[src/rtl/z80ild_pkg.sv]
// z80ild_pkg: shared types, constants and opcode table functions
`timescale 1ns / 1ps
package z80ild_pkg;

   localparam int QUEUE_DEPTH = 2;

   localparam logic [7:0] PFX_CB = 8'hCB;
   localparam logic [7:0] PFX_ED = 8'hED;
   localparam logic [7:0] PFX_DD = 8'hDD;
   localparam logic [7:0] PFX_FD = 8'hFD;

   typedef enum logic [2:0] {
      KIND_NONE    = 3'd0,
      KIND_IMM8    = 3'd1,
      KIND_IMM16   = 3'd2,
      KIND_REL     = 3'd3,
      KIND_DISP    = 3'd4,
      KIND_DISPIMM = 3'd5
   } kind_type;

   typedef enum logic [2:0] {
      SEL_BASE = 3'd0,
      SEL_CB   = 3'd1,
      SEL_ED   = 3'd2,
      SEL_DD   = 3'd3,
      SEL_FD   = 3'd4,
      SEL_DDCB = 3'd5,
      SEL_FDCB = 3'd6
   } sel_type;

   typedef struct packed {
      logic       ok;
      logic [4:0] t;
      logic [4:0] t2;
      kind_type   kind;
   } entry_type;

   // classified request handed from front to back
   typedef struct packed {
      logic [15:0] addr;
      logic [7:0]  b1;
      logic [7:0]  b2;
      logic [7:0]  b3;
      logic        pre2;
      logic        undef;
      logic [4:0]  t;
      logic [4:0]  t2;
      sel_type     sel;
      logic [7:0]  idx;
      kind_type    kind;
   } front_type;

   // unprefixed t-states, 0x00-0x3f then 0xc0-0xff, 0 for prefix slots
   localparam logic [4:0] EDGE_T [128] = '{
      5'd4,5'd10,5'd7,5'd6,5'd4,5'd4,5'd7,5'd4, 5'd4,5'd11,5'd7,5'd6,5'd4,5'd4,5'd7,5'd4,
      5'd13,5'd10,5'd7,5'd6,5'd4,5'd4,5'd7,5'd4, 5'd12,5'd11,5'd7,5'd6,5'd4,5'd4,5'd7,5'd4,
      5'd12,5'd10,5'd16,5'd6,5'd4,5'd4,5'd7,5'd4, 5'd12,5'd11,5'd16,5'd6,5'd4,5'd4,5'd7,5'd4,
      5'd12,5'd10,5'd13,5'd6,5'd11,5'd11,5'd10,5'd4,
      5'd12,5'd11,5'd13,5'd6,5'd4,5'd4,5'd7,5'd4,
      5'd11,5'd10,5'd10,5'd10,5'd17,5'd11,5'd7,5'd11,
      5'd11,5'd10,5'd10,5'd0,5'd17,5'd17,5'd7,5'd11,
      5'd11,5'd10,5'd10,5'd11,5'd17,5'd11,5'd7,5'd11,
      5'd11,5'd4,5'd10,5'd11,5'd17,5'd0,5'd7,5'd11,
      5'd11,5'd10,5'd10,5'd19,5'd17,5'd11,5'd7,5'd11,
      5'd11,5'd4,5'd10,5'd4,5'd17,5'd0,5'd7,5'd11,
      5'd11,5'd10,5'd10,5'd4,5'd17,5'd11,5'd7,5'd11,
      5'd11,5'd6,5'd10,5'd4,5'd17,5'd0,5'd7,5'd11
   };

   function automatic entry_type base_entry(input logic [7:0] op);
      entry_type  e;
      logic [2:0] col;
      logic       mem;
      col    = op[2:0];
      e.ok   = 1'b1;
      e.t2   = 5'd0;
      e.kind = KIND_NONE;
      e.t    = 5'd4;
      if (op >= 8'h40 && op < 8'hC0) begin
         mem = (col == 3'd6) || (op[7:3] == 5'b01110);
         e.t = (mem && op != 8'h76) ? 5'd7 : 5'd4;
      end else if (op < 8'h40) begin
         e.t = EDGE_T[op[6:0]];
         if (op[3:0] == 4'h1 || op == 8'h22 || op == 8'h2A || op == 8'h32 || op == 8'h3A)
            e.kind = KIND_IMM16;
         else if (col == 3'd6)
            e.kind = KIND_IMM8;
         else if (op == 8'h10 || (op >= 8'h18 && col == 3'd0))
            e.kind = KIND_REL;
         if (op == 8'h10)
            e.t2 = 5'd8;
         else if (op >= 8'h20 && col == 3'd0)
            e.t2 = 5'd7;
      end else begin
         e.t = EDGE_T[{1'b1, op[5:0]}];
         e.ok = (e.t != 5'd0);
         if (col == 3'd2 || col == 3'd4 || op == 8'hC3 || op == 8'hCD)
            e.kind = KIND_IMM16;
         else if (col == 3'd6 || op == 8'hD3 || op == 8'hDB)
            e.kind = KIND_IMM8;
         if (col == 3'd0)
            e.t2 = 5'd5;
         else if (col == 3'd4)
            e.t2 = 5'd10;
      end
      return e;
   endfunction

   function automatic entry_type ed_entry(input logic [7:0] op);
      entry_type e;
      e.ok   = 1'b0;
      e.t    = 5'd4;
      e.t2   = 5'd0;
      e.kind = KIND_NONE;
      if (op >= 8'h40 && op < 8'h80) begin
         e.ok = 1'b1;
         case (op[2:0])
            3'd0, 3'd1: e.t = 5'd12;
            3'd2: e.t = 5'd15;
            3'd3: begin
               e.t    = 5'd20;
               e.kind = KIND_IMM16;
            end
            3'd4, 3'd6: e.t = 5'd8;
            3'd5: e.t = 5'd14;
            default: begin
               if (op < 8'h60) e.t = 5'd9;
               else if (op < 8'h70) e.t = 5'd18;
               else e.ok = 1'b0;
            end
         endcase
      end else if ((op & 8'hE4) == 8'hA0) begin
         e.ok = 1'b1;
         if (op >= 8'hB0) begin
            e.t  = 5'd21;
            e.t2 = 5'd16;
         end else begin
            e.t = 5'd16;
         end
      end
      return e;
   endfunction

   function automatic entry_type ix_entry(input logic [7:0] op);
      entry_type  e;
      logic [4:0] row;
      row    = op[7:3];
      e.ok   = 1'b1;
      e.t    = 5'd4;
      e.t2   = 5'd0;
      e.kind = KIND_NONE;
      if (op >= 8'h40 && op < 8'hC0) begin
         if (op == 8'h76) begin
            e.ok = 1'b0;
         end else if (op < 8'h80 && row inside {5'd12, 5'd13, 5'd14}) begin
            if (row == 5'd14 || op[2:0] == 3'd6) begin
               e.t    = 5'd19;
               e.kind = KIND_DISP;
            end else begin
               e.t = 5'd8;
            end
         end else if (op[2:0] == 3'd4 || op[2:0] == 3'd5) begin
            e.t = 5'd8;
         end else if (op[2:0] == 3'd6) begin
            e.t    = 5'd19;
            e.kind = KIND_DISP;
         end else begin
            e.ok = 1'b0;
         end
      end else begin
         case (op)
            8'h09, 8'h19, 8'h29, 8'h39: e.t = 5'd15;
            8'h21: begin
               e.t    = 5'd14;
               e.kind = KIND_IMM16;
            end
            8'h22, 8'h2A: begin
               e.t    = 5'd20;
               e.kind = KIND_IMM16;
            end
            8'h23, 8'h2B: e.t = 5'd10;
            8'h24, 8'h25, 8'h2C, 8'h2D: e.t = 5'd8;
            8'h26, 8'h2E: begin
               e.t    = 5'd11;
               e.kind = KIND_IMM8;
            end
            8'h34, 8'h35: begin
               e.t    = 5'd23;
               e.kind = KIND_DISP;
            end
            8'h36: begin
               e.t    = 5'd19;
               e.kind = KIND_DISPIMM;
            end
            8'hE1: e.t = 5'd14;
            8'hE3: e.t = 5'd23;
            8'hE5: e.t = 5'd15;
            8'hE9: e.t = 5'd8;
            8'hF9: e.t = 5'd10;
            default: e.ok = 1'b0;
         endcase
      end
      return e;
   endfunction

endpackage

[src/rtl/z80ild_if.sv]
// z80ild_if: request and response channel interfaces
`timescale 1ns / 1ps
interface z80ild_req_if;
   logic        valid;
   logic        ready;
   logic [15:0] fetch_address;
   logic [7:0]  instr_byte0;
   logic [7:0]  instr_byte1;
   logic [7:0]  instr_byte2;
   logic [7:0]  instr_byte3;
   modport source (output valid, fetch_address, instr_byte0, instr_byte1, instr_byte2,
                   instr_byte3, input ready);
   modport sink (input valid, fetch_address, instr_byte0, instr_byte1, instr_byte2,
                 instr_byte3, output ready);
endinterface

interface z80ild_rsp_if;
   logic              valid;
   logic              ready;
   logic [2:0]        instr_length;
   logic [4:0]        cycles_nominal;
   logic [4:0]        cycles_alternate;
   logic              is_undefined;
   logic [2:0]        table_select;
   logic [7:0]        opcode_index;
   logic [2:0]        operand_kind;
   logic [15:0]       immediate_value;
   logic signed [7:0] displacement;
   logic [15:0]       branch_target;
   modport source (output valid, instr_length, cycles_nominal, cycles_alternate,
                   is_undefined, table_select, opcode_index, operand_kind,
                   immediate_value, displacement, branch_target, input ready);
   modport sink (input valid, instr_length, cycles_nominal, cycles_alternate,
                 is_undefined, table_select, opcode_index, operand_kind,
                 immediate_value, displacement, branch_target, output ready);
endinterface

[src/rtl/z80_instruction_length_timing_decoder.sv]
// z80_instruction_length_timing_decoder: top level of the z80 length and timing decoder
// Decodes one z80 instruction per request from a 16-bit address and a four-byte fetch
// window, one request per cycle sustained with both sides ready. From acceptance to
// response a request passes the classify register of the front, the queue between
// front and back, and the response register after the target adder.
// Front and back stall independently through the queue of QUEUE_DEPTH entries.
`timescale 1ns / 1ps
module z80_instruction_length_timing_decoder #(
   parameter int QUEUE_DEPTH = z80ild_pkg::QUEUE_DEPTH
) (
   input  logic         clock,
   input  logic         reset,
   z80ild_req_if.sink   req,
   z80ild_rsp_if.source rsp
);

   logic                  f_valid, f_ready, b_valid, b_ready;
   z80ild_pkg::front_type f_data, b_data;

   z80ild_front u_front (
      .clock       (clock),
      .reset       (reset),
      .req         (req),
      .front_valid (f_valid),
      .front_ready (f_ready),
      .front_data  (f_data)
   );

   z80ild_fifo #(.DEPTH(QUEUE_DEPTH)) u_fifo (
      .clock      (clock),
      .reset      (reset),
      .push_valid (f_valid),
      .push_ready (f_ready),
      .push_data  (f_data),
      .pop_valid  (b_valid),
      .pop_ready  (b_ready),
      .pop_data   (b_data)
   );

   z80ild_back u_back (
      .clock      (clock),
      .reset      (reset),
      .back_valid (b_valid),
      .back_ready (b_ready),
      .back_data  (b_data),
      .rsp        (rsp)
   );

endmodule

[src/rtl/z80ild_front.sv]
// z80ild_front: accepts requests and classifies prefix, table and timing
`timescale 1ns / 1ps
module z80ild_front (
   input  logic                  clock,
   input  logic                  reset,
   z80ild_req_if.sink            req,
   output logic                  front_valid,
   input  logic                  front_ready,
   output z80ild_pkg::front_type front_data
);

   logic                  vld_ff, vld_in;
   z80ild_pkg::front_type dat_ff, dat_in;
   z80ild_pkg::entry_type e_base0, e_base1, e_ed, e_ix;
   logic [7:0]            b0, b1, b3;

   assign req.ready   = !vld_ff || front_ready;
   assign front_valid = vld_ff;
   assign front_data  = dat_ff;

   assign b0 = req.instr_byte0;
   assign b1 = req.instr_byte1;
   assign b3 = req.instr_byte3;

   always_comb begin
      e_base0 = z80ild_pkg::base_entry(b0);
      e_base1 = z80ild_pkg::base_entry(b1);
      e_ed    = z80ild_pkg::ed_entry(b1);
      e_ix    = z80ild_pkg::ix_entry(b1);
      dat_in.addr  = req.fetch_address;
      dat_in.b1    = b1;
      dat_in.b2    = req.instr_byte2;
      dat_in.b3    = b3;
      dat_in.pre2  = 1'b1;
      dat_in.undef = 1'b0;
      dat_in.t     = e_base0.t;
      dat_in.t2    = e_base0.t2;
      dat_in.sel   = z80ild_pkg::SEL_BASE;
      dat_in.idx   = b1;
      dat_in.kind  = e_base0.kind;
      if (b0 == z80ild_pkg::PFX_CB) begin
         dat_in.sel  = z80ild_pkg::SEL_CB;
         dat_in.t2   = 5'd0;
         dat_in.kind = z80ild_pkg::KIND_NONE;
         dat_in.t    = (b1[2:0] == 3'd6) ? ((b1 >= 8'h40 && b1 < 8'h80) ? 5'd12 : 5'd15)
                                         : 5'd8;
      end else if (b0 == z80ild_pkg::PFX_ED) begin
         dat_in.sel   = z80ild_pkg::SEL_ED;
         dat_in.undef = !e_ed.ok;
         dat_in.t     = e_ed.t;
         dat_in.t2    = e_ed.t2;
         dat_in.kind  = e_ed.kind;
      end else if (b0 == z80ild_pkg::PFX_DD || b0 == z80ild_pkg::PFX_FD) begin
         if (b1 == z80ild_pkg::PFX_CB) begin
            dat_in.sel  = (b0 == z80ild_pkg::PFX_DD) ? z80ild_pkg::SEL_DDCB
                                                     : z80ild_pkg::SEL_FDCB;
            dat_in.idx  = b3;
            dat_in.t    = (b3 >= 8'h40 && b3 < 8'h80) ? 5'd20 : 5'd23;
            dat_in.t2   = 5'd0;
            dat_in.kind = z80ild_pkg::KIND_DISP;
         end else if (e_ix.ok) begin
            dat_in.sel  = (b0 == z80ild_pkg::PFX_DD) ? z80ild_pkg::SEL_DD
                                                     : z80ild_pkg::SEL_FD;
            dat_in.t    = e_ix.t;
            dat_in.t2   = 5'd0;
            dat_in.kind = e_ix.kind;
         end else begin
            dat_in.undef = !e_base1.ok;
            dat_in.t     = e_base1.t;
            dat_in.t2    = e_base1.t2;
            dat_in.kind  = e_base1.kind;
         end
      end else begin
         dat_in.pre2 = 1'b0;
         dat_in.idx  = b0;
      end
      if (dat_in.undef) begin
         dat_in.t    = 5'd4;
         dat_in.t2   = 5'd0;
         dat_in.kind = z80ild_pkg::KIND_NONE;
      end
   end

   assign vld_in = req.ready ? req.valid : vld_ff;

   always_ff @(posedge clock) begin
      if (reset) begin
         vld_ff <= 1'b0;
      end else begin
         vld_ff <= vld_in;
      end
      if (req.valid && req.ready) begin
         dat_ff <= dat_in;
      end
   end

endmodule

[src/rtl/z80ild_fifo.sv]
// z80ild_fifo: short queue of classified requests between front and back
`timescale 1ns / 1ps
module z80ild_fifo #(
   parameter int DEPTH = z80ild_pkg::QUEUE_DEPTH
) (
   input  logic                  clock,
   input  logic                  reset,
   input  logic                  push_valid,
   output logic                  push_ready,
   input  z80ild_pkg::front_type push_data,
   output logic                  pop_valid,
   input  logic                  pop_ready,
   output z80ild_pkg::front_type pop_data
);

   localparam int PW = (DEPTH > 1) ? $clog2(DEPTH) : 1;
   localparam int CW = $clog2(DEPTH + 1);

   z80ild_pkg::front_type mem [DEPTH];
   logic [PW-1:0] wr_ff, wr_in, rd_ff, rd_in;
   logic [CW-1:0] cnt_ff, cnt_in;
   logic          push, pop;

   assign push_ready = (cnt_ff != CW'(DEPTH));
   assign pop_valid  = (cnt_ff != '0);
   assign pop_data   = mem[rd_ff];
   assign push       = push_valid && push_ready;
   assign pop        = pop_valid && pop_ready;

   always_comb begin
      wr_in  = push ? ((wr_ff == PW'(DEPTH - 1)) ? '0 : wr_ff + 1'b1) : wr_ff;
      rd_in  = pop ? ((rd_ff == PW'(DEPTH - 1)) ? '0 : rd_ff + 1'b1) : rd_ff;
      cnt_in = cnt_ff + CW'(push) - CW'(pop);
   end

   always_ff @(posedge clock) begin
      if (reset) begin
         wr_ff  <= '0;
         rd_ff  <= '0;
         cnt_ff <= '0;
      end else begin
         wr_ff  <= wr_in;
         rd_ff  <= rd_in;
         cnt_ff <= cnt_in;
      end
      if (push) begin
         mem[wr_ff] <= push_data;
      end
   end

   a_cnt_bound: assert property (@(posedge clock) disable iff (reset)
      cnt_ff <= CW'(DEPTH)) else $error("queue count overflow");
   a_cnt_track: assert property (@(posedge clock) disable iff (reset)
      (push && !pop) |=> (cnt_ff == $past(cnt_ff) + 1'b1)) else $error("count lost a push");
   a_ptr_match: assert property (@(posedge clock) disable iff (reset)
      (cnt_ff == '0) |-> (wr_ff == rd_ff)) else $error("pointers differ when empty");

endmodule

[src/rtl/z80ild_back.sv]
// z80ild_back: operand extraction, length, branch target and response register
`timescale 1ns / 1ps
module z80ild_back (
   input  logic                  clock,
   input  logic                  reset,
   input  logic                  back_valid,
   output logic                  back_ready,
   input  z80ild_pkg::front_type back_data,
   z80ild_rsp_if.source          rsp
);

   logic              vld_ff, vld_in;
   logic [2:0]        len_ff, len_in;
   logic [4:0]        t_ff, t2_ff;
   logic              undef_ff;
   logic [2:0]        sel_ff;
   logic [7:0]        idx_ff;
   logic [2:0]        kind_ff, kind_in;
   logic [15:0]       imm_ff, imm_in;
   logic [7:0]        disp_ff, disp_in;
   logic [15:0]       tgt_ff, tgt_in;
   logic [7:0]        p0, p1;
   logic [2:0]        pre;

   assign back_ready = !vld_ff || rsp.ready;

   always_comb begin
      pre     = back_data.pre2 ? 3'd2 : 3'd1;
      p0      = back_data.pre2 ? back_data.b2 : back_data.b1;
      p1      = back_data.pre2 ? back_data.b3 : back_data.b2;
      kind_in = back_data.kind;
      imm_in  = 16'd0;
      disp_in = 8'd0;
      tgt_in  = 16'd0;
      len_in  = pre;
      if (back_data.undef) begin
         len_in = pre;
      end else if (back_data.sel == z80ild_pkg::SEL_DDCB ||
                   back_data.sel == z80ild_pkg::SEL_FDCB) begin
         len_in  = 3'd4;
         disp_in = back_data.b2;
      end else begin
         case (back_data.kind)
            z80ild_pkg::KIND_IMM8: begin
               imm_in = {8'd0, p0};
               len_in = pre + 3'd1;
            end
            z80ild_pkg::KIND_IMM16: begin
               imm_in = {p1, p0};
               len_in = pre + 3'd2;
            end
            z80ild_pkg::KIND_REL: begin
               disp_in = p0;
               len_in  = pre + 3'd1;
               tgt_in  = back_data.addr + {13'd0, pre} + 16'd1 + {{8{p0[7]}}, p0};
            end
            z80ild_pkg::KIND_DISP: begin
               disp_in = p0;
               len_in  = pre + 3'd1;
            end
            z80ild_pkg::KIND_DISPIMM: begin
               disp_in = p0;
               imm_in  = {8'd0, p1};
               len_in  = pre + 3'd2;
            end
            default: len_in = pre;
         endcase
      end
   end

   assign vld_in = back_ready ? back_valid : vld_ff;

   always_ff @(posedge clock) begin
      if (reset) begin
         vld_ff <= 1'b0;
      end else begin
         vld_ff <= vld_in;
      end
      if (back_valid && back_ready) begin
         len_ff   <= len_in;
         t_ff     <= back_data.t;
         t2_ff    <= back_data.t2;
         undef_ff <= back_data.undef;
         sel_ff   <= back_data.sel;
         idx_ff   <= back_data.idx;
         kind_ff  <= kind_in;
         imm_ff   <= imm_in;
         disp_ff  <= disp_in;
         tgt_ff   <= tgt_in;
      end
   end

   assign rsp.valid            = vld_ff;
   assign rsp.instr_length     = len_ff;
   assign rsp.cycles_nominal   = t_ff;
   assign rsp.cycles_alternate = t2_ff;
   assign rsp.is_undefined     = undef_ff;
   assign rsp.table_select     = sel_ff;
   assign rsp.opcode_index     = idx_ff;
   assign rsp.operand_kind     = kind_ff;
   assign rsp.immediate_value  = imm_ff;
   assign rsp.displacement     = disp_ff;
   assign rsp.branch_target    = tgt_ff;

endmodule
[src/flat_wrapper.sv]
// flat-port wrapper written by rule: the top's interface ports become plain ports
module z80_instruction_length_timing_decoder_flat 
#(
   parameter int QUEUE_DEPTH = z80ild_pkg::QUEUE_DEPTH
)
  (clock, reset, req_valid, req_fetch_address, req_instr_byte0, req_instr_byte1, req_instr_byte2, req_instr_byte3, req_ready, rsp_valid, rsp_instr_length, rsp_cycles_nominal, rsp_cycles_alternate, rsp_is_undefined, rsp_table_select, rsp_opcode_index, rsp_operand_kind, rsp_immediate_value, rsp_displacement, rsp_branch_target, rsp_ready);
  z80ild_req_if req_i ();
  z80ild_rsp_if rsp_i ();
  input  logic clock;
  input  logic reset;
  input wire logic [$bits(req_i.valid)-1:0] req_valid;
  input wire logic [$bits(req_i.fetch_address)-1:0] req_fetch_address;
  input wire logic [$bits(req_i.instr_byte0)-1:0] req_instr_byte0;
  input wire logic [$bits(req_i.instr_byte1)-1:0] req_instr_byte1;
  input wire logic [$bits(req_i.instr_byte2)-1:0] req_instr_byte2;
  input wire logic [$bits(req_i.instr_byte3)-1:0] req_instr_byte3;
  output wire logic [$bits(req_i.ready)-1:0] req_ready;
  output wire logic [$bits(rsp_i.valid)-1:0] rsp_valid;
  output wire logic [$bits(rsp_i.instr_length)-1:0] rsp_instr_length;
  output wire logic [$bits(rsp_i.cycles_nominal)-1:0] rsp_cycles_nominal;
  output wire logic [$bits(rsp_i.cycles_alternate)-1:0] rsp_cycles_alternate;
  output wire logic [$bits(rsp_i.is_undefined)-1:0] rsp_is_undefined;
  output wire logic [$bits(rsp_i.table_select)-1:0] rsp_table_select;
  output wire logic [$bits(rsp_i.opcode_index)-1:0] rsp_opcode_index;
  output wire logic [$bits(rsp_i.operand_kind)-1:0] rsp_operand_kind;
  output wire logic [$bits(rsp_i.immediate_value)-1:0] rsp_immediate_value;
  output wire logic [$bits(rsp_i.displacement)-1:0] rsp_displacement;
  output wire logic [$bits(rsp_i.branch_target)-1:0] rsp_branch_target;
  input wire logic [$bits(rsp_i.ready)-1:0] rsp_ready;
  assign req_i.valid = req_valid;
  assign req_i.fetch_address = req_fetch_address;
  assign req_i.instr_byte0 = req_instr_byte0;
  assign req_i.instr_byte1 = req_instr_byte1;
  assign req_i.instr_byte2 = req_instr_byte2;
  assign req_i.instr_byte3 = req_instr_byte3;
  assign req_ready = req_i.ready;
  assign rsp_valid = rsp_i.valid;
  assign rsp_instr_length = rsp_i.instr_length;
  assign rsp_cycles_nominal = rsp_i.cycles_nominal;
  assign rsp_cycles_alternate = rsp_i.cycles_alternate;
  assign rsp_is_undefined = rsp_i.is_undefined;
  assign rsp_table_select = rsp_i.table_select;
  assign rsp_opcode_index = rsp_i.opcode_index;
  assign rsp_operand_kind = rsp_i.operand_kind;
  assign rsp_immediate_value = rsp_i.immediate_value;
  assign rsp_displacement = rsp_i.displacement;
  assign rsp_branch_target = rsp_i.branch_target;
  assign rsp_i.ready = rsp_ready;
  z80_instruction_length_timing_decoder #(.QUEUE_DEPTH(QUEUE_DEPTH)) u_core (.clock(clock), .reset(reset), .req(req_i), .rsp(rsp_i));
endmodule
[config.mk]
export PLATFORM = sky130hd
export DESIGN_NAME = z80_instruction_length_timing_decoder_flat
export DESIGN_NICKNAME = d
export VERILOG_FILES = /design/src/rtl/z80ild_pkg.sv /design/src/rtl/z80ild_if.sv /design/src/rtl/z80_instruction_length_timing_decoder.sv /design/src/rtl/z80ild_front.sv /design/src/rtl/z80ild_fifo.sv /design/src/rtl/z80ild_back.sv /design/src/flat_wrapper.sv
export SDC_FILE = /design/constraint.sdc
export NUM_CORES = 1
export LEC_CHECK = 0
export BUFFER_PORTS_ARGS = -buffer_cell sky130_fd_sc_hd__buf_2
export CAP_MARGIN = 5
export CORE_MARGIN = 8
export CORE_UTILIZATION = 67
export CTS_BUF_LIST = sky130_fd_sc_hd__clkbuf_4
export DETAILED_ROUTE_END_ITERATION = 8
export PLACE_DENSITY_LB_ADDON = 0.08
export SYNTH_ARGS = -nofsm -noshare
export SYNTH_HDL_FRONTEND = slang
export SYNTH_SLANG_ARGS = --single-unit
[constraint.sdc]
create_clock -name clock -period 11.15 [get_ports clock]
set_input_delay 0.5575 -clock clock [delete_from_list [all_inputs] [get_ports clock]]
set_output_delay 0.5575 -clock clock [all_outputs]
set_load 0.05 [all_outputs]
==> results of run 1 <==
-- cells in the mapped netlist, drive strengths merged, types with 18 or more instances --
| cell | count |
|---|---|
| nor2 | 100 |
| inv | 42 |
| ha | 51 |
| a21oi | 78 |
| o21ai | 41 |
| edfxtp | 262 |
| nor2b | 26 |
| mux2 | 43 |
| buf | 36 |
| nand3 | 24 |
| o22ai | 18 |
| mux2i | 37 |
| a211oi | 20 |
| clkbuf | 20 |
| nand2 | 67 |
-- state kept, by name, indices dropped and copies added (netlist names), 4 cells and up, named ones only --
name                                flops
u_core.u_fifo.mem                     130
u_core.u_back.rsp.cycles_nominal        5
u_core.u_back.rsp.displacement          8
u_core.u_back.rsp.immediate_value      16
u_core.u_back.rsp.cycles_alternate      4
u_core.u_back.rsp.branch_target        16
u_core.u_front.front_data              65
u_core.u_back.rsp.opcode_index          8
-- power by group --
group,switching [mW],internal [mW]
logic,0.887,0.367
registers,0.0629,1.33
clock network,0.373,0.447
-- worst max-delay path: cells and delay by family (launching register included) --
family                   cells  cell delay (ps)
AO/OA/AOI/OAI                4              960
AND/OR/NAND/NOR              2              320
multiplexers                 2              590
buffers and inverters        3              920
flip-flops                   1              500
adder cells (fa/ha/maj)      2             1010
-- path summary, 6_finish.rpt --
kind | start | end | slack [ps]
worst max-delay path | register | u_core.u_back.rsp.branch_target[14] | 6560
worst min-delay path | req_instr_byte2[3] | u_core.u_front.front_data[37] | 90
worst max register to register | register | u_core.u_back.rsp.branch_target[14] | 6560
worst min register to register | u_core.u_front.front_data[39] | u_core.u_fifo.mem[1][39] | 420
-- cell type report --
class                           instances  area [um^2]  area share (%)
Sequential cell                       269         8011           53.38
Multi-Input combinational cell        716         5000           33.31
Clock buffer                           91        683.2           4.552
Timing Repair Buffer                  127        650.6           4.335
Tap cell                              270        337.8           2.251
Clock inverter                         21        161.4           1.075
Inverter                               43        161.4           1.075
Antenna cell                            1        2.502         0.01667
-- logic make-up after synthesis --
kind of cell               after synthesis  share of synthesized area (%)
and+or+nand+nor                        307                          11.56
DFF                                    269                          59.39
AOI/OAI and AO/OA                      259                          12.96
buffers and inverters                   99                          3.610
muxes                                   80                          6.338
adders and majority gates               53                          5.030
xor gates and xnor gates                17                          1.104
-- metrics by stage --
step	util (%)	hold slack, ps	cells
2_1_floorplan	-	421.5	1084
3_3_place_gp	70.90	422.2	1425
3_5_place_dp	70.90	430.2	1425
4_1_cts	75.13	35.88	1537
5_1_grt	75.14	46.72	1538
6_report	75.14	93.48	1538
-- routing by layer --
layer  wire length (um)  vias up  track usage [%]  part of all wire (%)
li1                   -     4453                -                     -
met1              12580     4580            31.81                    40
met2              15430      487            41.77                    49
met3               2461       98            4.505                   7.7
met4               1307        0            13.19                   4.1
met5                  0        -                0                     0
==> results.md, run 1 <==
* Status: finished clean
* Distinct cells, synth at 90
* Setup_tns at 0 ps
* Routed vias at ~9.6k
* Slew Limit Fails at 0
* Tot Pwr at around 3.5 mW
* Slowest-stage cell, CP: buf_4
* EDFF count, synth at approximately 260
* DRT iter0 DRCs at ~930
* Fmax at ~220 MHz
* Clock slew at reported path FFs at ~70 ps
* Post_cts resized at 0
* Skew-Pair Late Insertion Delay at ~640 ps
* Sequential area share after synthesis at roughly 60%
* Hold-fix buffers at CTS at 0
* Post-DR vias/cell at 6.254
* Commonest cells after routing, fill and taps aside: 262 x edfxtp_1, 121 x buf_2, 98 x nor2_1
* CTS sink count at 269
* Largest cells by area after synthesis: edfxtp_1 58%, ha_1 4.7%, mux2_2 3.6%, a21oi_1 2.8%, nor2_1 2.8%
* CTS tree: yes
* Maximum capacitance violations at 0
* Max transition margin at between 30% and 40%
* CTS H-tree lvls at 3
* Slew @ Worst Pin at 1007 ps
* Syn_nets at between 1k and 1.5k
* Total GRT Usage at 25.40%
* Crit path time final at about 4600 ps
* Mapped Cells at 1084
* Startpoint types: register
* Final setup fails at 0
* First-pass GRT wire length at 48.78 mm
* Setup Fix Bufs, Post-CTS at 0
* Crit. End Element: register
* Worst Hold Depth at 1
* Vias in the first global route at between 9k and 10k
* Fillers at 1348
* Main synth FF type: edfxtp_1
* Final HPWL DP at roughly 21 mm
* RSZ-0062 raised after global routing: false
* Residual DRC at 0
* Clock Path Buffers at 3
* Pre-CTS setup slack at 6644 ps
* Antenna violations before repair at 1
* Most common cell after layout, fill and taps aside: edfxtp_1
* Yosys top cell area share at between 50% and 60%
* Pin count of the biggest net entering global routing at 70
* Reg2reg path depth at 13
* Global route overflow at 0
* Yosys reg bits at about 270
* Peak VDD IR at between 0.1 and 0.15 mV
* Average footprint of a synthesized cell at between 10 and 15 um^2
* Total wire length at around 32 mm
* Worst Hold Class: in -> reg
* CTS root buf: clkbuf_4
* Nets at about 1.3k
* Critical Path RT at 11500 ps
* Placed cell area at about 14000 um^2
* Wire per inst at between 20 and 25 um
* Final Skew at 38.96 ps
* Final hold violations at 0
* P&R area growth vs syn at 11.31%
* Die H at ~160 um
* Share of layout cells above drive strength 1 at a little under a quarter
* Gpl congestion at 1.003
* Starting density of the core at between 60 and 70%
* Die width at about 160 um
* Final period util at around two fifths
* Row cnt at 52
* Core outline area at around 20000 um^2
* Ys async rst share at 0%
* Synth Cell Area at between 10000 and 15000 um^2
* I/O Pins at between 100 and 150
* CP Cell Sequence: buf_4 -> mux2i_1 -> inv_1 -> fa_1 -> inv_1 -> fa_1 -> nor2b_1 -> o31a_1 -> o211ai_1 -> a21oi_1 -> nor3_1 -> o41ai_1 -> mux2i_1
* Drt pass-1 iters at 7
* Setup WS post-layout at around 6600 ps
* Synth area leader: edfxtp_1
* CP peak stage delay at slightly below 700 ps
* Die area at about 25000 um^2
* Yosys warns at 0
* Post-route cell area at ~15000 um^2
* Buffers on Ports at about 120
* Inserted Clock Buffers at 70
* Crit Path Max Fanout at 60
* Worst Path Arrival at approximately 5000 ps
* Post-route ant nets at 0
* Leakage power at ~5.7 nW
* Critical path class: reg -> reg
* Cell Pwr Density at between 200 and 250 nW/um^2
Note: power is estimated with default switching activity, not from simulation.
==> inputs of run 2 (changes only) <==
--- a/config.mk
+++ b/config.mk
@@ -5,10 +5,11 @@
 export SDC_FILE = /design/constraint.sdc
 export NUM_CORES = 1
 export LEC_CHECK = 0
+export ABC_AREA = 1
 export BUFFER_PORTS_ARGS = -buffer_cell sky130_fd_sc_hd__buf_2
 export CAP_MARGIN = 5
 export CORE_MARGIN = 8
-export CORE_UTILIZATION = 67
+export CORE_UTILIZATION = 62
 export CTS_BUF_LIST = sky130_fd_sc_hd__clkbuf_4
 export DETAILED_ROUTE_END_ITERATION = 8
 export PLACE_DENSITY_LB_ADDON = 0.08
==> constraint.sdc (replaced) <==
create_clock -name clock -period 4.7 [get_ports clock]
set_input_delay 0.235 -clock clock [delete_from_list [all_inputs] [get_ports clock]]
set_output_delay 0.235 -clock clock [all_outputs]
set_load 0.05 [all_outputs]
==> run 2 against run 1 <==
Final area up 1.9%. Flip-flop and latch count stayed put. Clock power up 110%. Worst setup slack got worse by 6000 ps. Non-clock buffer count up 47. Sequential share of layout area down 1.0 points. Critical endpoint is now u_core.u_back.rsp.branch_target[13]. Clock skew increased by 27 ps. Global-route usage up 0.10 points. Critical path depth rose by 2. Sequential power is 150% higher. Combinational power rose to 3.2 times the previous value.
==> results.md, run 2 <==
* Status: finished clean
* Clock slew at reported path FFs at about 70 ps
* Core outline area at approximately 21000 um^2
* Final setup fails at 0
* Most common cell in the netlist: edfxtp_1
* Yosys warns at 0
* Crit path time final at just over 4000 ps
* Row cnt at 53
* Worst Path Arrival at around 4600 ps
* Crit Path Max Fanout at 29
* Syn_nets at 1322
* Main synth FF type: edfxtp_1
* Startpoint types: register
* Routed vias at 10.03k
* Die H at between 150 and 200 um
* Final period util at between 80% and 90%
* DRT iter0 DRCs at just over 1k
* Fmax at 242.8 MHz
* Buffers on Ports at 121
* Residual DRC at 0
* Post-DR vias/cell at 5.729
* EDFF count, synth at between 200 and 300
* Final Skew at between 60 and 70 ps
* Total wire length at roughly 34 mm
* RSZ-0062 raised after global routing: false
* Gpl congestion at 1.010
* Most instantiated cells after synthesis: 262 x edfxtp_1, 226 x nand2_1, 118 x inv_1, 118 x nor2_1, 84 x o21ai_0
* Leakage power at roughly 6.4 nW
* Slowest-stage cell, CP: dfxtp_2
* Post-route ant nets at 0
* Final HPWL DP at between 20 and 25 mm
* CP peak stage delay at ~670 ps
* Commonest cells after routing, fill and taps aside: 262 x edfxtp_1, 226 x nand2_1, 121 x buf_2
* Global route overflow at 0
* Clock Path Buffers at 3
* Synth Cell Area at between 10000 and 15000 um^2
* Largest Register: u_core.u_fifo.mem
* First-pass GRT wire length at approximately 53 mm
* CTS sink count at 269
* Slew @ Worst Pin at ~950 ps
* CP Cell Sequence: buf_4 -> mux2i_1 -> mux2i_1 -> ha_1 -> ha_1 -> a21oi_1 -> nand2_1 -> a21oi_1 -> o21ai_1 -> a21boi_0 -> o21ai_1 -> nand2_1 -> nand3_1 -> nand2_1 -> nor2_1
* Skew-Pair Late Insertion Delay at 680 ps
* Total GRT Usage at between 20% and 30%
* Critical Path RT at approximately 5000 ps
* Post-layout util at between 70% and 80%
* Peak VDD IR at slightly below 0.3 mV
* Final hold violations at 0
* Mapped Cells at between 1k and 1.5k
* Wire per inst at just under 20 um
* Synth area leader: edfxtp_1
* Die width at about 160 um
* Pin count of the biggest net entering global routing at 71
* CTS H-tree lvls at 2
* Inserted Clock Buffers at between 60 and 70
* Largest cells by area after synthesis: edfxtp_1 60%, nand2_1 6.4%, ha_1 4.8%, mux2_2 3.4%, inv_1 3.4%
* Ys async rst share at 0%
* Crit. End Element: register
* Fin cells at 1751
* Slew Limit Fails at 0
* I/O Pins at 122
* Average footprint of a synthesized cell at 10.85 um^2
* Sequential area share after synthesis at between 60% and 70%
* Worst Hold Class: in -> reg
* Drt pass-1 iters at 7
* Yosys top cell area share at 59.60%
* Distinct cells, synth at 56
* Vias in the first global route at roughly 10k
* Tot Pwr at 9.214 mW
* Die area at ~26000 um^2
* Setup_tns at 0 ps
* P&R area growth vs syn at 15.85%
* Starting density of the core at between 60% and 70%
* Critical path class: reg -> reg
* Maximum capacitance violations at 0
* Max reg flops at between 100 and 150
* CTS tree: yes
* WHS at 140.6 ps
* Placed instance count at 1592
* Nets at 1529
* Critical path's most frequent cell: nand2_1
* Share of layout cells above drive strength 1 at 20.75%
* Antenna violations before repair at 1
* Max transition margin at 36.00%
* Yosys reg bits at 269
* Cell Pwr Density at ~600 nW/um^2
* CTS root buf: clkbuf_4
* Most common cell after layout, fill and taps aside: edfxtp_1
run 2: cell type report:
| cell class | instances | area, um^2 |
|---|---|---|
| diodes | 1 | 2.502 |
| clock buffers | 86 | 645.6 |
| clock inverters | 28 | 118.9 |
| fillers | 1412 | 5662 |
| inverters | 127 | 476.7 |
| multi-input cells | 791 | 4583 |
| flip-flops and latches | 269 | 8009 |
| well taps | 275 | 344.1 |
| repair buffers | 174 | 1114 |
run 2: metal layers:
layer	wire [um]	vias to the layer above	global-route usage (%)
met5	0	-	0
met4	1311	0	11.99
met3	2316	87	4.657
met2	17070	484	44.60
met1	13270	4695	30.02
li1	-	4765	-
run 2: power breakdown:
group	leakage, nW	internal, mW	switching, mW	total [mW]
clock	0.462	0.855	0.885	1.74
sequential	2.55	3.29	0.187	3.47
combinational	3.35	1.09	2.92	4.00
total	6.36	5.23	3.99	9.21
run 2: kinds of logic after synthesis:
logic type / after synthesis / synth area share [%]
AND/OR/NAND/NOR: 452 / 14.76
flip-flops: 269 / 60.66
AO/OA/AOI/OAI: 225 / 9.630
buffers and inverters: 157 / 4.853
multiplexers: 57 / 4.701
adder cells (fa/ha/maj): 53 / 5.137
XOR/XNOR: 4 / 0.2654
run 2: metrics by stage:
| stage | worst slack [ps] | cell area (um^2) |
|---|---|---|
| final | 581.9 | 15290 |
| after detailed placement | 656.6 | 14090 |
| after global placement | 894.4 | 14090 |
| after CTS | 671.8 | 15290 |
| after floorplan | 901.3 | 13210 |
| after global routing | 291.3 | 15290 |
run 2: critical path, delay by kind of cell (launching register included):
family	cells	cell delay [ps]
flops	1	670
buf+inv	1	450
mux	2	510
fa+ha+maj	2	680
compound gates	5	1180
simple gates	5	420
run 2: what timing repair did:
action                                  4_1_cts  5_1_grt
hold buffers                                 44        0
endpoints found under the hold margin        48        0
endpoints found under the setup margin        0        0
resized for setup                             0        0
buffers inserted                              0        0
run 2: path summary, 6_finish.rpt:
check	endpoint	slack, ps	cells past startpoint	start
setup / recovery	u_core.u_back.rsp.branch_target[13]	580	15	register
setup reg to reg	u_core.u_back.rsp.branch_target[13]	580	15	register
hold / removal	u_core.u_front.front_data[9]	140	3	req_instr_byte0[6]
hold reg to reg	u_core.u_fifo.mem[1][12]	410	0	u_core.u_front.front_data[12]
==> inputs of run 3 (changes only) <==
--- a/config.mk
+++ b/config.mk
@@ -8,6 +8,7 @@
 export ABC_AREA = 1
 export BUFFER_PORTS_ARGS = -buffer_cell sky130_fd_sc_hd__buf_2
 export CAP_MARGIN = 5
+export CORE_ASPECT_RATIO = 0.6
 export CORE_MARGIN = 8
 export CORE_UTILIZATION = 62
 export CTS_BUF_LIST = sky130_fd_sc_hd__clkbuf_4
@@ -15,4 +16,5 @@
 export PLACE_DENSITY_LB_ADDON = 0.08
 export SYNTH_ARGS = -nofsm -noshare
 export SYNTH_HDL_FRONTEND = slang
+export SYNTH_HIERARCHICAL = 1
 export SYNTH_SLANG_ARGS = --single-unit
==> run 3 against run 2 <==
Fmax grew 19%. Final area grew 3.5%. Worst hold slack lost 43 ps. Synthesized cell count grew 6.0%. First-iteration DRC count grew 40%. Core utilization shrank 0.75 points. Flip-flop and latch count grew 3. Global-route usage grew 1.0 points. Die area grew 4.2%. Combinational power shrank 3%. Critical endpoint is now u_core/u_back/rsp.branch_target[4]. Largest power group unchanged.
==> results.md, run 3 <==
* Status: finished clean
* Most instantiated cells after synthesis: 273 x nand2_1, 265 x edfxtp_1, 150 x inv_1
* Average footprint of a synthesized cell at 10.65 um^2
* Crit. End Element: register
* Synth Cell Area at approximately 14000 um^2
* Fillers at approximately 1.5k
* Sequential area share after synthesis at slightly below 60%
* Drt pass-1 iters at 7
* Antenna violations before repair at 2
* Maximum capacitance violations at 0
* Most common cell after layout, fill and taps aside: nand2_1
* Final hold violations at 0
* Combinational power share at a little over two fifths
* Crit path time final at between 3000 and 4000 ps
* Critical path class: reg -> reg
* Buffers on Ports at about 120
* First-pass GRT wire length at around 57 mm
* Sequential Power Share at between 30 and 40%
* Setup_tns at 0 ps
* Largest Register: u_core/u_fifo/mem
* Post-route ant nets at 0
* Die area at between 20000 and 30000 um^2
* Starting density of the core at between 60 and 70%
* Slew @ Worst Pin at around 1200 ps
* Row cnt at 42
* Post-synthesis mux area share at between 6 and 7%
* Reg2Reg Setup Slack at between 1000 and 1500 ps
* Wire per inst at 20.45 um
* R2R Path End: u_core/u_back/rsp.branch_target[4]
* Pin count of the biggest net entering global routing at 69
* Yosys top cell area share at 57.93%
* Mapped Cells at around 1.3k
* P_int at around 5.3 mW
* Cell Pwr Density at slightly below 600 nW/um^2
* Fmax at around 290 MHz
* Residual DRC at 0
* Share of layout cells above drive strength 1 at between 20% and 30%
* CTS tree: yes
* CP endpoint: u_core/u_back/rsp.branch_target[4]
* Most common cell in the netlist: nand2_1
* Synth area leader: edfxtp_1
* Part of the power in the clock network at around a fifth
* Yosys reg bits at 272
* Tot Pwr at roughly 9.1 mW
* CTS sink count at between 200 and 300
* Worst Path Arrival at around 4000 ps
* Startpoint types: register
* Die H at 131.3 um
* Inserted Clock Buffers at 59
* Final setup fails at 0
* Commonest cells after routing, fill and taps aside: 273 x nand2_1, 265 x edfxtp_1, 150 x inv_1
* P&R area growth vs syn at 15.23%
* Sw Share at a little over two fifths
* Skew-Pair Late Insertion Delay at about 730 ps
* Worst Hold Depth at 3
* Max reg flops at between 100 and 150
* Crit Path Max Fanout at 33
* Compound-gate portion of the synthesized area at slightly above 8%
* Clock Path Buffers at 3
* Worst Hold Class: in -> reg
* Routed vias at 10.63k
* Post-DR vias/cell at 5.832
* Yosys warns at 6
* Total wire length at 37.27 mm
* CTS H-tree lvls at 2
* FF+latch area at a little over 8000 um^2
* Post-Synth Simple-Gate Area at between 10% and 20%
* Total GRT Usage at 26.55%
* Switching power at 3.849 mW
* Final period util at approximately three quarters
* CTS root buf: clkbuf_4
* Critical Path RT at around 5300 ps
* Core outline area at 21910 um^2
* Final HPWL DP at ~27 mm
* EDFF count, synth at 265
* Global route overflow at 0
* Leakage power at 6.752 nW
* Area occupied by multi-input gates at ~4900 um^2
* Largest family of logic cells by synthesized area: simple AND/OR/NAND/NOR gates
* Main synth FF type: edfxtp_1
* RSZ-0062 raised after global routing: false
* WHS at 97.91 ps
* Gpl congestion at around 1
* Nets at roughly 1.6k
* Die width at between 200 and 250 um
* Reg2reg path depth at 13
* Peak VDD IR at 0.5013 mV
* Distinct cells, synth at 52
* Slew Limit Fails at 0
* Post-Synth XOR/XNOR Area at less than 1%
* Syn_nets at 1394
* I/O Pins at 122
* Max transition margin at a little over 20%
* Final Skew at about 70 ps
* DRT iter0 DRCs at roughly 1.4k
* Vias in the first global route at between 9k and 10k
* Clock slew at reported path FFs at around 60 ps
* Ys async rst share at 0%
* Adder-cell share of the synthesized area at a little under 5%
* Largest cells by area after synthesis: edfxtp_1 58%, nand2_1 7.5%, ha_1 4.6%, mux2_4 4.4%, inv_1 4.1%
-- run 3: changes by cell type in the layout (fill, tap and decap cells not counted), moves of 4 or more --
cell / before / now
mux2i_1: 17 / 0
nor3b_1: 4 / 0
clkbuf_4: 86 / 90
clkinv_2: 8 / 1
a31oi_1: 10 / 5
clkinv_1: 19 / 8
nor3_1: 6 / 19
mux2_4: 0 / 40
o21ai_0: 84 / 57
o22ai_1: 7 / 15
mux2_2: 40 / 26
nand2_1: 226 / 273
inv_1: 117 / 150
-- run 3: worst min path at each step --
| stage | slack [ps] | start | to |
|---|---|---|---|
| after global routing | 50 | req_instr_byte0[0] | u_core/u_front/front_data[3] |
| after CTS | 30 | req_instr_byte0[0] | u_core/u_front/front_data[3] |
| final | 100 | req_instr_byte0[0] | u_core/u_front/front_data[3] |
| after global placement | 410 | req_instr_byte2[4] | u_core/u_front/front_data[38] |
| after detailed placement | 410 | req_instr_byte2[4] | u_core/u_front/front_data[38] |
| after floorplan | 300 | reset | u_core/u_back/rsp.valid |
-- run 3: cells by family after synthesis --
| group | after synthesis |
|---|---|
| and+or+nand+nor | 508 |
| DFF | 272 |
| AOI/OAI and AO/OA | 195 |
| buffers and inverters | 193 |
| muxes | 66 |
| adders and majority gates | 52 |
| xor gates and xnor gates | 4 |
-- run 3: timing repair --
item                      4_1_cts  5_1_grt
hold endpoints to repair       52        0
resized for setup               0        0
hold buffers                   44        0
buffers inserted                0        0
-- run 3: layout make-up --
cell class / instances / share of cell area, %
Antenna cell: 1 / 0.01581
Clock buffer: 90 / 4.268
Clock inverter: 12 / 0.5691
Inverter: 163 / 3.865
Multi-Input combinational cell: 825 / 30.85
Sequential cell: 272 / 51.18
Tap cell: 286 / 2.261
Timing Repair Buffer: 173 / 6.988
-- run 3: critical path, stage by stage (launching register included) --
cell and delay [ps]:
dfxtp_4 710, mux2_4 390, inv_2 200, nand2_1 110, nand2_1 100, fa_1 520
inv_1 70, fa_1 450, inv_1 90, nand3_1 70, nand3_1 140, inv_1 80
or2_1 210, a21oi_1 150
-- run 3: per-stage QoR --
step                area [um^2]  util [%]  std cells  setup slack, ps
floorplan                 13740         -       1290            301.9
global placement          14620     66.72       1675             1343
detailed placement        14620     66.72       1675             1309
CTS                       15830     72.22       1821             1303
global route              15830     72.23       1822            977.2
finish                    15830     72.23       1822             1250
-- run 3: routing by layer --
metal / share of wire, % / GRT usage, % / up-vias / wire [um]
met2: 39 / 34.57 / 694 / 14560
met5: 0.040 / 0 / - / 15
met1: 46 / 41.42 / 4940 / 17020
met3: 14 / 9.378 / 64 / 5174
li1: - / - / 4925 / -
met4: 1.3 / 5.892 / 2 / 500
-- run 3: power by group through the flow --
stage / clock network [mW] / logic [mW] / registers (mW)
floorplan: 0 / 2.01 / 4.34
global placement: 0 / 3.72 / 3.48
CTS: 1.85 / 3.83 / 3.44
detailed placement: 0 / 3.78 / 3.49
global route: 1.98 / 4.19 / 3.48
finish: 1.82 / 3.89 / 3.44
